===== src/sha_pkg.sv =====
// SHA-256 hasher package: types, constants, round constants and round helpers.
// No dependencies.
`timescale 1ns / 1ps
package sha_pkg;

  localparam int unsigned HashWords = 8;
  localparam int unsigned BlockBytes = 64;
  localparam int unsigned Rounds = 64;

  localparam logic [31:0] IV [HashWords] = '{
    32'h6a09e667, 32'hbb67ae85, 32'h3c6ef372, 32'ha54ff53a,
    32'h510e527f, 32'h9b05688c, 32'h1f83d9ab, 32'h5be0cd19
  };

  localparam logic [7:0] PadByte = 8'h80;
  localparam logic [63:0] BlockBits = 64'd512;

  localparam logic KindData = 1'b0;
  localparam logic KindFinish = 1'b1;

  // Byte source selected by the controller for a buffer write.
  typedef enum logic [1:0] {
    SRC_DATA = 2'd0,
    SRC_PAD  = 2'd1,
    SRC_ZERO = 2'd2,
    SRC_LEN  = 2'd3
  } byte_src_e;

  typedef struct packed {
    logic       buf_we;     // write one byte at fill position
    byte_src_e  buf_src;
    logic       fill_clr;   // fill back to zero
    logic       cmp_start;  // load working vars, start 64 rounds
    logic       len_add;    // bit_length += 512
    logic       snap_len;   // capture total length for padding
    logic       hash_init;  // return to initial state
  } ctrl_cmd_t;

  typedef struct packed {
    logic [5:0] fill;
    logic       cmp_busy;
  } ctrl_sts_t;

  function automatic logic [31:0] round_k(input logic [5:0] idx);
    logic [31:0] k [64];
    k = '{
      32'h428a2f98,32'h71374491,32'hb5c0fbcf,32'he9b5dba5,32'h3956c25b,32'h59f111f1,
      32'h923f82a4,32'hab1c5ed5,32'hd807aa98,32'h12835b01,32'h243185be,32'h550c7dc3,
      32'h72be5d74,32'h80deb1fe,32'h9bdc06a7,32'hc19bf174,32'he49b69c1,32'hefbe4786,
      32'h0fc19dc6,32'h240ca1cc,32'h2de92c6f,32'h4a7484aa,32'h5cb0a9dc,32'h76f988da,
      32'h983e5152,32'ha831c66d,32'hb00327c8,32'hbf597fc7,32'hc6e00bf3,32'hd5a79147,
      32'h06ca6351,32'h14292967,32'h27b70a85,32'h2e1b2138,32'h4d2c6dfc,32'h53380d13,
      32'h650a7354,32'h766a0abb,32'h81c2c92e,32'h92722c85,32'ha2bfe8a1,32'ha81a664b,
      32'hc24b8b70,32'hc76c51a3,32'hd192e819,32'hd6990624,32'hf40e3585,32'h106aa070,
      32'h19a4c116,32'h1e376c08,32'h2748774c,32'h34b0bcb5,32'h391c0cb3,32'h4ed8aa4a,
      32'h5b9cca4f,32'h682e6ff3,32'h748f82ee,32'h78a5636f,32'h84c87814,32'h8cc70208,
      32'h90befffa,32'ha4506ceb,32'hbef9a3f7,32'hc67178f2
    };
    return k[idx];
  endfunction

  function automatic logic [31:0] ror(input logic [31:0] x, input int unsigned n);
    return (x >> n) | (x << (32 - n));
  endfunction

endpackage


===== src/sha_if.sv =====
// Valid/ready stream interfaces for the hasher input and digest output.
// Depends on nothing.
`timescale 1ns / 1ps
interface sha_in_if;
  logic       valid;
  logic       ready;
  logic       kind;
  logic [7:0] data_byte;
  modport source (output valid, kind, data_byte, input ready);
  modport sink (input valid, kind, data_byte, output ready);
endinterface

interface sha_out_if;
  logic        valid;
  logic        ready;
  logic [31:0] digest_word;
  logic [2:0]  word_index;
  logic        last_word;
  modport source (output valid, digest_word, word_index, last_word, input ready);
  modport sink (input valid, digest_word, word_index, last_word, output ready);
endinterface


===== src/sha256_byte_stream_hasher_top.sv =====
// Top level of the SHA-256 byte-stream hasher.
// Depends on sha_pkg, sha_if, sha_ctrl and sha_datapath.
`timescale 1ns / 1ps
// SHA-256 over a byte stream. A data beat (kind 0) appends one byte; the
// 64th byte of a block starts compression in the single round unit, during
// which input is held off. A finish beat (kind 1) pads the buffer one byte
// per cycle, pausing for an extra compression when 56 or more bytes are
// pending, compresses, then offers the eight digest words, word 0 first,
// last_word marking word 7. After the last word is taken the block returns
// to the initial hash values and accepts input again.
module sha256_byte_stream_hasher_top (
  input  logic clk_i,
  input  logic rst_ni,
  sha_in_if.sink    in_if,
  sha_out_if.source out_if
);
  import sha_pkg::*;

  ctrl_cmd_t   cmd;
  ctrl_sts_t   sts;
  logic [2:0]  rd_idx;
  logic [31:0] hash_word;

  sha_ctrl u_ctrl (
    .clk_i, .rst_ni, .in_if, .out_if,
    .cmd_o(cmd), .sts_i(sts), .rd_idx_o(rd_idx), .hash_word_i(hash_word)
  );

  sha_datapath u_dp (
    .clk_i, .rst_ni, .cmd_i(cmd), .sts_o(sts),
    .data_byte_i(in_if.data_byte), .rd_idx_i(rd_idx), .hash_word_o(hash_word)
  );
endmodule


===== src/sha_datapath.sv =====
// Datapath: block buffer, length counter, message schedule and round unit.
// Depends on sha_pkg.
`timescale 1ns / 1ps
module sha_datapath (
  input  logic               clk_i,
  input  logic               rst_ni,
  input  sha_pkg::ctrl_cmd_t cmd_i,
  output sha_pkg::ctrl_sts_t sts_o,
  input  logic [7:0]         data_byte_i,
  input  logic [2:0]         rd_idx_i,
  output logic [31:0]        hash_word_o
);
  import sha_pkg::*;

  logic [5:0]  fill_q, fill_d;
  logic [63:0] len_q, total_q;
  logic [31:0] h_q [HashWords];
  logic [31:0] v_q [HashWords];
  logic [31:0] w_q [16];
  logic [5:0]  rnd_q;
  logic        busy_q;
  logic [7:0]  wr_byte;
  logic [2:0]  len_sel;

  // Length bytes fill positions 56..63, most significant first.
  assign len_sel = 3'd7 - fill_q[2:0];

  always_comb begin
    case (cmd_i.buf_src)
      SRC_DATA: wr_byte = data_byte_i;
      SRC_PAD:  wr_byte = PadByte;
      SRC_ZERO: wr_byte = 8'h00;
      default:  wr_byte = total_q[{len_sel, 3'b000} +: 8];
    endcase
  end

  assign fill_d = cmd_i.fill_clr ? 6'd0 : (cmd_i.buf_we ? fill_q + 6'd1 : fill_q);

  // Schedule: w_q[0] is the word for the current round; a 16-deep shift line.
  // Between blocks the same registers hold the pending bytes, big-endian
  // within each word; every byte of a block is written before it compresses.
  logic [31:0] w_next, s0, s1, t1, t2, ch, mj, e, a;
  assign s0 = ror(w_q[1], 7) ^ ror(w_q[1], 18) ^ (w_q[1] >> 3);
  assign s1 = ror(w_q[14], 17) ^ ror(w_q[14], 19) ^ (w_q[14] >> 10);
  assign w_next = s1 + w_q[9] + s0 + w_q[0];
  assign e = v_q[4];
  assign a = v_q[0];
  assign ch = (e & v_q[5]) ^ (~e & v_q[6]);
  assign mj = (a & v_q[1]) ^ (a & v_q[2]) ^ (v_q[1] & v_q[2]);
  assign t1 = v_q[7] + (ror(e, 6) ^ ror(e, 11) ^ ror(e, 25)) + ch + round_k(rnd_q) + w_q[0];
  assign t2 = (ror(a, 2) ^ ror(a, 13) ^ ror(a, 22)) + mj;

  always_ff @(posedge clk_i) begin
    if (cmd_i.cmp_start) begin
      for (int i = 0; i < HashWords; i++) begin
        v_q[i] <= h_q[i];
      end
    end else if (busy_q) begin
      for (int i = 0; i < 15; i++) begin
        w_q[i] <= w_q[i+1];
      end
      w_q[15] <= w_next;
      v_q[7] <= v_q[6]; v_q[6] <= v_q[5]; v_q[5] <= v_q[4]; v_q[4] <= v_q[3] + t1;
      v_q[3] <= v_q[2]; v_q[2] <= v_q[1]; v_q[1] <= v_q[0]; v_q[0] <= t1 + t2;
    end else if (cmd_i.buf_we) begin
      w_q[fill_q[5:2]][{~fill_q[1:0], 3'b000} +: 8] <= wr_byte;
    end
    if (cmd_i.snap_len) begin
      total_q <= len_q + {55'd0, fill_q, 3'd0};
    end
  end

  always_ff @(posedge clk_i or negedge rst_ni) begin
    if (!rst_ni) begin
      fill_q <= '0;
      len_q  <= '0;
      busy_q <= 1'b0;
      rnd_q  <= '0;
      for (int i = 0; i < HashWords; i++) h_q[i] <= IV[i];
    end else begin
      fill_q <= fill_d;
      if (cmd_i.hash_init) begin
        len_q <= '0;
        for (int i = 0; i < HashWords; i++) h_q[i] <= IV[i];
      end else begin
        if (cmd_i.len_add) len_q <= len_q + BlockBits;
        if (busy_q && rnd_q == 6'd63) begin
          h_q[0] <= h_q[0] + t1 + t2;
          h_q[1] <= h_q[1] + v_q[0];
          h_q[2] <= h_q[2] + v_q[1];
          h_q[3] <= h_q[3] + v_q[2];
          h_q[4] <= h_q[4] + v_q[3] + t1;
          h_q[5] <= h_q[5] + v_q[4];
          h_q[6] <= h_q[6] + v_q[5];
          h_q[7] <= h_q[7] + v_q[6];
        end
      end
      if (cmd_i.cmp_start) begin
        busy_q <= 1'b1;
        rnd_q  <= '0;
      end else if (busy_q) begin
        rnd_q <= rnd_q + 6'd1;
        if (rnd_q == 6'd63) busy_q <= 1'b0;
      end
    end
  end

  assign sts_o.fill = fill_q;
  assign sts_o.cmp_busy = busy_q;
  assign hash_word_o = h_q[rd_idx_i];

  a_start_idle: assert property (@(posedge clk_i) disable iff (!rst_ni)
    cmd_i.cmp_start |-> !busy_q) else $error("compression started while busy");
  a_no_write_busy: assert property (@(posedge clk_i) disable iff (!rst_ni)
    busy_q |-> !cmd_i.buf_we) else $error("buffer written during rounds");
  a_round_ends: assert property (@(posedge clk_i) disable iff (!rst_ni)
    (busy_q && rnd_q == 6'd63) |=> !busy_q) else $error("round count overrun");
endmodule


===== src/sha_ctrl.sv =====
// Controller: input handshake, padding sequence, compression launch, digest out.
// Depends on sha_pkg and the stream interfaces.
`timescale 1ns / 1ps
module sha_ctrl (
  input  logic               clk_i,
  input  logic               rst_ni,
  sha_in_if.sink             in_if,
  sha_out_if.source          out_if,
  output sha_pkg::ctrl_cmd_t cmd_o,
  input  sha_pkg::ctrl_sts_t sts_i,
  output logic [2:0]         rd_idx_o,
  input  logic [31:0]        hash_word_i
);
  import sha_pkg::*;

  localparam logic [2:0] StIdle = 3'd0;
  localparam logic [2:0] StWait = 3'd1; // compression of a data block
  localparam logic [2:0] StPad  = 3'd2; // writing zeros / length
  localparam logic [2:0] StPadW = 3'd3; // first padding block compressing
  localparam logic [2:0] StFinW = 3'd4; // final block compressing
  localparam logic [2:0] StOut  = 3'd5;

  logic [2:0] st_q, st_d;
  logic [2:0] idx_q, idx_d;
  logic       extra_q, extra_d; // a second padding block is needed
  logic       in_fire, out_fire;
  logic       launched_q, launched_d;

  assign in_fire  = in_if.valid && in_if.ready;
  assign out_fire = out_if.valid && out_if.ready;
  assign in_if.ready = (st_q == StIdle);
  assign out_if.valid = (st_q == StOut);
  assign out_if.digest_word = hash_word_i;
  assign out_if.word_index = idx_q;
  assign out_if.last_word = (idx_q == 3'd7);
  assign rd_idx_o = idx_q;

  always_comb begin
    st_d = st_q;
    idx_d = idx_q;
    extra_d = extra_q;
    launched_d = launched_q;
    cmd_o = '0;
    cmd_o.buf_src = SRC_DATA;
    unique case (st_q)
      StIdle: begin
        if (in_fire && in_if.kind == KindData) begin
          cmd_o.buf_we = 1'b1;
          if (sts_i.fill == 6'd63) begin
            cmd_o.fill_clr = 1'b1;
            launched_d = 1'b0;
            st_d = StWait;
          end
        end else if (in_fire) begin
          cmd_o.buf_we = 1'b1;
          cmd_o.buf_src = SRC_PAD;
          cmd_o.snap_len = 1'b1;
          extra_d = (sts_i.fill >= 6'd56);
          launched_d = 1'b0;
          // Pad byte in the last slot fills the block: compress it at once.
          if (sts_i.fill == 6'd63) begin
            cmd_o.fill_clr = 1'b1;
            st_d = StPadW;
          end else begin
            st_d = StPad;
          end
        end
      end
      StWait: begin
        // Buffer is written; launch rounds, then wait.
        if (!launched_q) begin
          cmd_o.cmp_start = 1'b1;
          cmd_o.len_add = 1'b1;
          launched_d = 1'b1;
        end else if (!sts_i.cmp_busy) begin
          st_d = StIdle;
        end
      end
      StPad: begin
        cmd_o.buf_we = 1'b1;
        if (extra_q) begin
          cmd_o.buf_src = SRC_ZERO;
          if (sts_i.fill == 6'd63) begin
            cmd_o.fill_clr = 1'b1;
            st_d = StPadW;
          end
        end else begin
          cmd_o.buf_src = (sts_i.fill >= 6'd56) ? SRC_LEN : SRC_ZERO;
          if (sts_i.fill == 6'd63) begin
            cmd_o.fill_clr = 1'b1;
            st_d = StFinW;
          end
        end
      end
      StPadW: begin
        if (!launched_q) begin
          cmd_o.cmp_start = 1'b1;
          launched_d = 1'b1;
        end else if (!sts_i.cmp_busy) begin
          extra_d = 1'b0;
          launched_d = 1'b0;
          st_d = StPad;
        end
      end
      StFinW: begin
        if (!launched_q) begin
          cmd_o.cmp_start = 1'b1;
          launched_d = 1'b1;
        end else if (!sts_i.cmp_busy) begin
          idx_d = '0;
          st_d = StOut;
        end
      end
      StOut: begin
        if (out_fire) begin
          idx_d = idx_q + 3'd1;
          if (idx_q == 3'd7) begin
            cmd_o.hash_init = 1'b1;
            st_d = StIdle;
          end
        end
      end
      default: st_d = StIdle;
    endcase
  end

  always_ff @(posedge clk_i or negedge rst_ni) begin
    if (!rst_ni) begin
      st_q <= StIdle;
      idx_q <= '0;
      extra_q <= 1'b0;
      launched_q <= 1'b0;
    end else begin
      st_q <= st_d;
      idx_q <= idx_d;
      extra_q <= extra_d;
      launched_q <= launched_d;
    end
  end

  a_out_order: assert property (@(posedge clk_i) disable iff (!rst_ni)
    (out_fire && idx_q != 3'd7) |=> (out_if.valid && idx_q == $past(idx_q) + 3'd1))
    else $error("digest words out of order");
  a_no_in_when_out: assert property (@(posedge clk_i) disable iff (!rst_ni)
    !(in_if.ready && out_if.valid)) else $error("input open during digest");
  a_last_init: assert property (@(posedge clk_i) disable iff (!rst_ni)
    (out_fire && out_if.last_word) |=> st_q == StIdle)
    else $error("no return to idle after digest");
endmodule


===== src/flat_wrapper.sv =====
// flat-port wrapper written by rule: the top's interface ports become plain ports
module sha256_byte_stream_hasher_top_flat import sha_pkg::*;
  (clk_i, rst_ni, in_if_valid, in_if_kind, in_if_data_byte, in_if_ready, out_if_valid, out_if_digest_word, out_if_word_index, out_if_last_word, out_if_ready);
  sha_in_if in_if_i ();
  sha_out_if out_if_i ();
  input  logic clk_i;
  input  logic rst_ni;
  input wire logic [$bits(in_if_i.valid)-1:0] in_if_valid;
  input wire logic [$bits(in_if_i.kind)-1:0] in_if_kind;
  input wire logic [$bits(in_if_i.data_byte)-1:0] in_if_data_byte;
  output wire logic [$bits(in_if_i.ready)-1:0] in_if_ready;
  output wire logic [$bits(out_if_i.valid)-1:0] out_if_valid;
  output wire logic [$bits(out_if_i.digest_word)-1:0] out_if_digest_word;
  output wire logic [$bits(out_if_i.word_index)-1:0] out_if_word_index;
  output wire logic [$bits(out_if_i.last_word)-1:0] out_if_last_word;
  input wire logic [$bits(out_if_i.ready)-1:0] out_if_ready;
  assign in_if_i.valid = in_if_valid;
  assign in_if_i.kind = in_if_kind;
  assign in_if_i.data_byte = in_if_data_byte;
  assign in_if_ready = in_if_i.ready;
  assign out_if_valid = out_if_i.valid;
  assign out_if_digest_word = out_if_i.digest_word;
  assign out_if_word_index = out_if_i.word_index;
  assign out_if_last_word = out_if_i.last_word;
  assign out_if_i.ready = out_if_ready;
  sha256_byte_stream_hasher_top u_core (.clk_i(clk_i), .rst_ni(rst_ni), .in_if(in_if_i), .out_if(out_if_i));
endmodule

===== config.mk =====
export PLATFORM = sky130hd
export DESIGN_NAME = sha256_byte_stream_hasher_top_flat
export DESIGN_NICKNAME = d
export VERILOG_FILES = /design/src/sha_pkg.sv /design/src/sha_if.sv /design/src/sha256_byte_stream_hasher_top.sv /design/src/sha_datapath.sv /design/src/sha_ctrl.sv /design/src/flat_wrapper.sv
export SDC_FILE = /design/constraint.sdc
export NUM_CORES = 2
export LEC_CHECK = 0
export ABC_AREA = 1
export CAP_MARGIN = 25
export CORE_MARGIN = 10
export CORE_UTILIZATION = 32
export CTS_CLUSTER_SIZE = 8
export DETAILED_ROUTE_END_ITERATION = 16
export DONT_BUFFER_PORTS = 1
export MAX_ROUTING_LAYER = met4
export PLACE_DENSITY_LB_ADDON = 0.3
export SETUP_SLACK_MARGIN = 0.05
export SLEW_MARGIN = 20
export SYNTH_ARGS = -nofsm -noshare
export SYNTH_HDL_FRONTEND = slang
export SYNTH_SLANG_ARGS = --single-unit

===== constraint.sdc =====
create_clock -name clk_i -period 7 [get_ports clk_i]
set_input_delay 0 -clock clk_i [delete_from_list [all_inputs] [get_ports clk_i]]
set_output_delay 0 -clock clk_i [all_outputs]
set_load 0.02 [all_outputs]

==> run metrics <==
Nets=11.8k; crit share post-route=1.08; highest routed layer=met4; Synth Cell Area=0.0829 mm²; Placer Congestion=1.01; run status=finished with violations; WL/cell=24.2 µm; RSZ-0062 raised after global routing=true; largest cells by area after synthesis=edfxtp_1 30%, nand2_1 12%, o21ai_0 7.1%, ha_1 6.6%, inv_1 6.1%; Rel. slew slack=0.237; Synth Instances=10.3k; Area after DPL=0.0934 mm²; Clock Skew=0.0663 ns; layout cells sized above 1=0.209; proportion of netlist area held by the largest area contributor=0.300; post-synthesis cell type count=75; Clock Pin Slew Worst Setup and Hold Paths=0.06 ns; final hold viol count=332; Root Buffer=clkbuf_16; Worst Path Arrival=8.22 ns; Crit. End Element=flip-flop; Max Cap Viol=0; FFs w/ async S/R, synth=0.286; top_reg_cell synth=edfxtp_1; row cnt=186; dpl cells=14.2k; WS Path Type=flip-flop to flip-flop; min Tclk post-route=7.53 ns; initial core utilization=0.322; crit-path max cell delay=0.56 ns; setup ws final=-0.525 ns; largest net degree at the start of global routing=333; first-pass GRT wire length=505,000 µm; FMAX=133 MHz; CP required=7.70 ns; endpoints failing setup=76; Synth area leader=edfxtp_1; Mapped Nets=10.9k; Slew Viols, Final=0; via count=77.0k; CP most frequent cell=inv_2; hold_buf cts=10; Die Width=529 µm; Syn Area/Cell=8.07 µm²; dpl hpwl=268,000 µm; Ports=51; DRT iter0 DRCs=7,602; slowest CP cell=fa_1; Post-Layout Cell Count=14.6k; CTS max path bufs=3; First-pass DRT Iterations=6; Detailed Route WL=354,000 µm; antenna violations before repair=10; Detail Route Antenna Nets=0; routed wl met3=25,300 µm; CP Launch Type=flip-flop; EDFF count, synth=829; hold slack=-1.11 ns; CTS tree=built; vias per inst=5.26; crit-path max FO=5; number of global-route vias before repair=73.9k; grt ovf=0; die area=0.280 mm²; yosys warns=0; sequential fraction of the synthesis area=0.403; Tot GR Track Use=0.249; CTS sink count=1,161; drc violations=0; Die Span Y=529 µm; CTS H-Tree Depth=4; final instance area=0.105 mm²; Syn-to-layout area delta=26.6%; metal2 WL=157,000 µm; metal1 wirelength=155,000 µm; register bit total from synthesis=1,161; hold crit path type=primary input to async pin; core area=0.257 mm²; slew at the pin closest to its max-slew limit=1.14 ns; count of buffers from port buffering=0; Num CTS Buffers=168; failing checks=hold timing, setup timing; Clk Latency, worst-skew pair=0.86 ns
==> per-stage QoR <==
step                setup slack (ns)  setup TNS [ns]   util  hold slack, ns
floorplan                     0.0310               0      -          -0.296
global placement               -1.20          -60.04  0.363          -0.273
detailed placement             -1.18          -60.59  0.363          -0.279
CTS                           -0.372           -9.40  0.398           -1.17
global route                  -0.847          -43.81  0.408           -1.16
finish                        -0.525          -18.43  0.408           -1.11
==> logic make-up after synthesis <==
| group | after synthesis | share of synthesized area |
|---|---|---|
| simple gates | 3691 | 0.181 |
| compound gates | 2439 | 0.161 |
| buf+inv | 1817 | 0.0837 |
| flops | 1161 | 0.403 |
| fa+ha+maj | 672 | 0.120 |
| xor+xnor | 482 | 0.0509 |
| mux | 3 | 0.000362 |
==> cells in the mapped netlist (23+ instances only) <==
library cell,n
a21o_1,29
a21oi_1,696
a221oi_1,24
a31oi_1,70
buf_2,75
clkbuf_1,349
dfrtp_1,196
dfstp_2,136
edfxtp_1,829
fa_1,215
ha_1,434
inv_1,1348
maj3_1,23
nand2_1,2540
nand3_1,255
nand4_1,75
nor2_1,589
nor3_1,96
nor4_1,28
o211ai_1,35
o21a_1,27
o21ai_0,1181
o21ai_1,41
o21bai_1,33
o22ai_1,161
o31ai_1,28
or2_2,25
xnor2_1,195
xor2_1,287
==> area by class of cell <==
type                            count  area, µm²
Clock inverter                     23        522
Clock buffer                      264       4620
Inverter                         1371       5210
Sequential cell                  1161      33400
Antenna cell                        4       10.0
Tap cell                         3384       4230
Fill cell                       25874     152000
Multi-Input combinational cell   7287      47400
Timing Repair Buffer             1153       9500
==> flip-flops by register name (all words and copies together) (netlist names) <==
register                         cells
u_core.u_dp.busy_q                   1
u_core.u_dp.total_q                 61
u_core.u_dp.fill_q                   6
u_core.u_ctrl.out_if.word_index      3
u_core.u_ctrl.extra_q                1
u_core.u_dp.len_q                   55
u_core.u_dp.rnd_q                    6
u_core.u_dp.v_q                    256
u_core.u_ctrl.st_q                   3
u_core.u_dp.h_q                    256
u_core.u_ctrl.launched_q             1
u_core.u_dp.w_q                    512
==> worst paths after layout <==
path / start / to / slack (ns) / depth (start not counted)
hold reg to reg: u_core.u_dp.len_q[63] / u_core.u_dp.total_q[63] / 0.44 / 0
setup reg to reg: u_core.u_dp.rnd_q[0] / u_core.u_dp.h_q[127] / -0.53 / 44
max in group asynchronous: rst_ni / u_core.u_dp.rnd_q[1] / 7.28 / 0
setup / recovery: u_core.u_dp.rnd_q[0] / u_core.u_dp.h_q[127] / -0.53 / 44
min in group clk_i: in_if_data_byte[1] / u_core.u_dp.w_q[6][17] / 0.08 / 7
hold / removal: rst_ni / u_core.u_dp.h_q[222] / -1.11 / 0
==> routing by layer <==
layer | track usage | vias to the layer above
met5 | - | -
met4 | 0.0960 | 0
met3 | 0.0436 | 579
met2 | 0.378 | 2790
met1 | 0.330 | 37631
li1 | - | 36014
==> worst max-delay path, delay by kind of cell (launching register included) <==
kind                       cells  cell delay, ns
and+or+nand+nor               13            1.18
buffers and inverters         15            1.58
DFF                            1            0.40
xor gates and xnor gates       2            0.28
adders and majority gates      8            3.13
AOI/OAI and AO/OA              6            0.78
==> timing repair <==
| item | in CTS | in global routing |
|---|---|---|
| endpoints found under the hold margin | 471 | 332 |
| buffers inserted | 84 | 71 |
| endpoints found under the setup margin | 95 | 94 |
| resized for setup | 786 | 480 |
| pin swaps | 238 | 257 |
==> layout by cell type, fill, tap and decap left out, drive strengths merged, types with 9 or more instances in the layout <==
cell	Yosys	routed
clkinv	4	21
o221ai	22	22
a21boi	9	9
dfrtp	196	196
nand2	2555	2555
nor2	615	615
o211ai	35	35
nand3b	15	15
xor2	287	287
nor4	30	30
a31oi	70	70
o21a	27	27
clkbuf	350	265
a32oi	10	10
nor3	100	100
a211oi	13	13
nand4	75	75
fa	215	215
maj3	23	23
inv	1367	1366
o21ai	1223	1223
or2	27	27
o221a	10	10
nand3	260	260
buf	96	1142
o21bai	33	33
o22ai	161	161
xnor2	195	195
a221oi	24	24
a21oi	697	697
a22oi	15	15
a21o	29	29
edfxtp	829	829
o31ai	28	28
dfstp	136	136
dlygate4sd3	0	10
ha	434	434
Power is left out: the tool's default activity adds up to more than one toggle a clock period on the data nets, which glitch-free logic cannot reach.
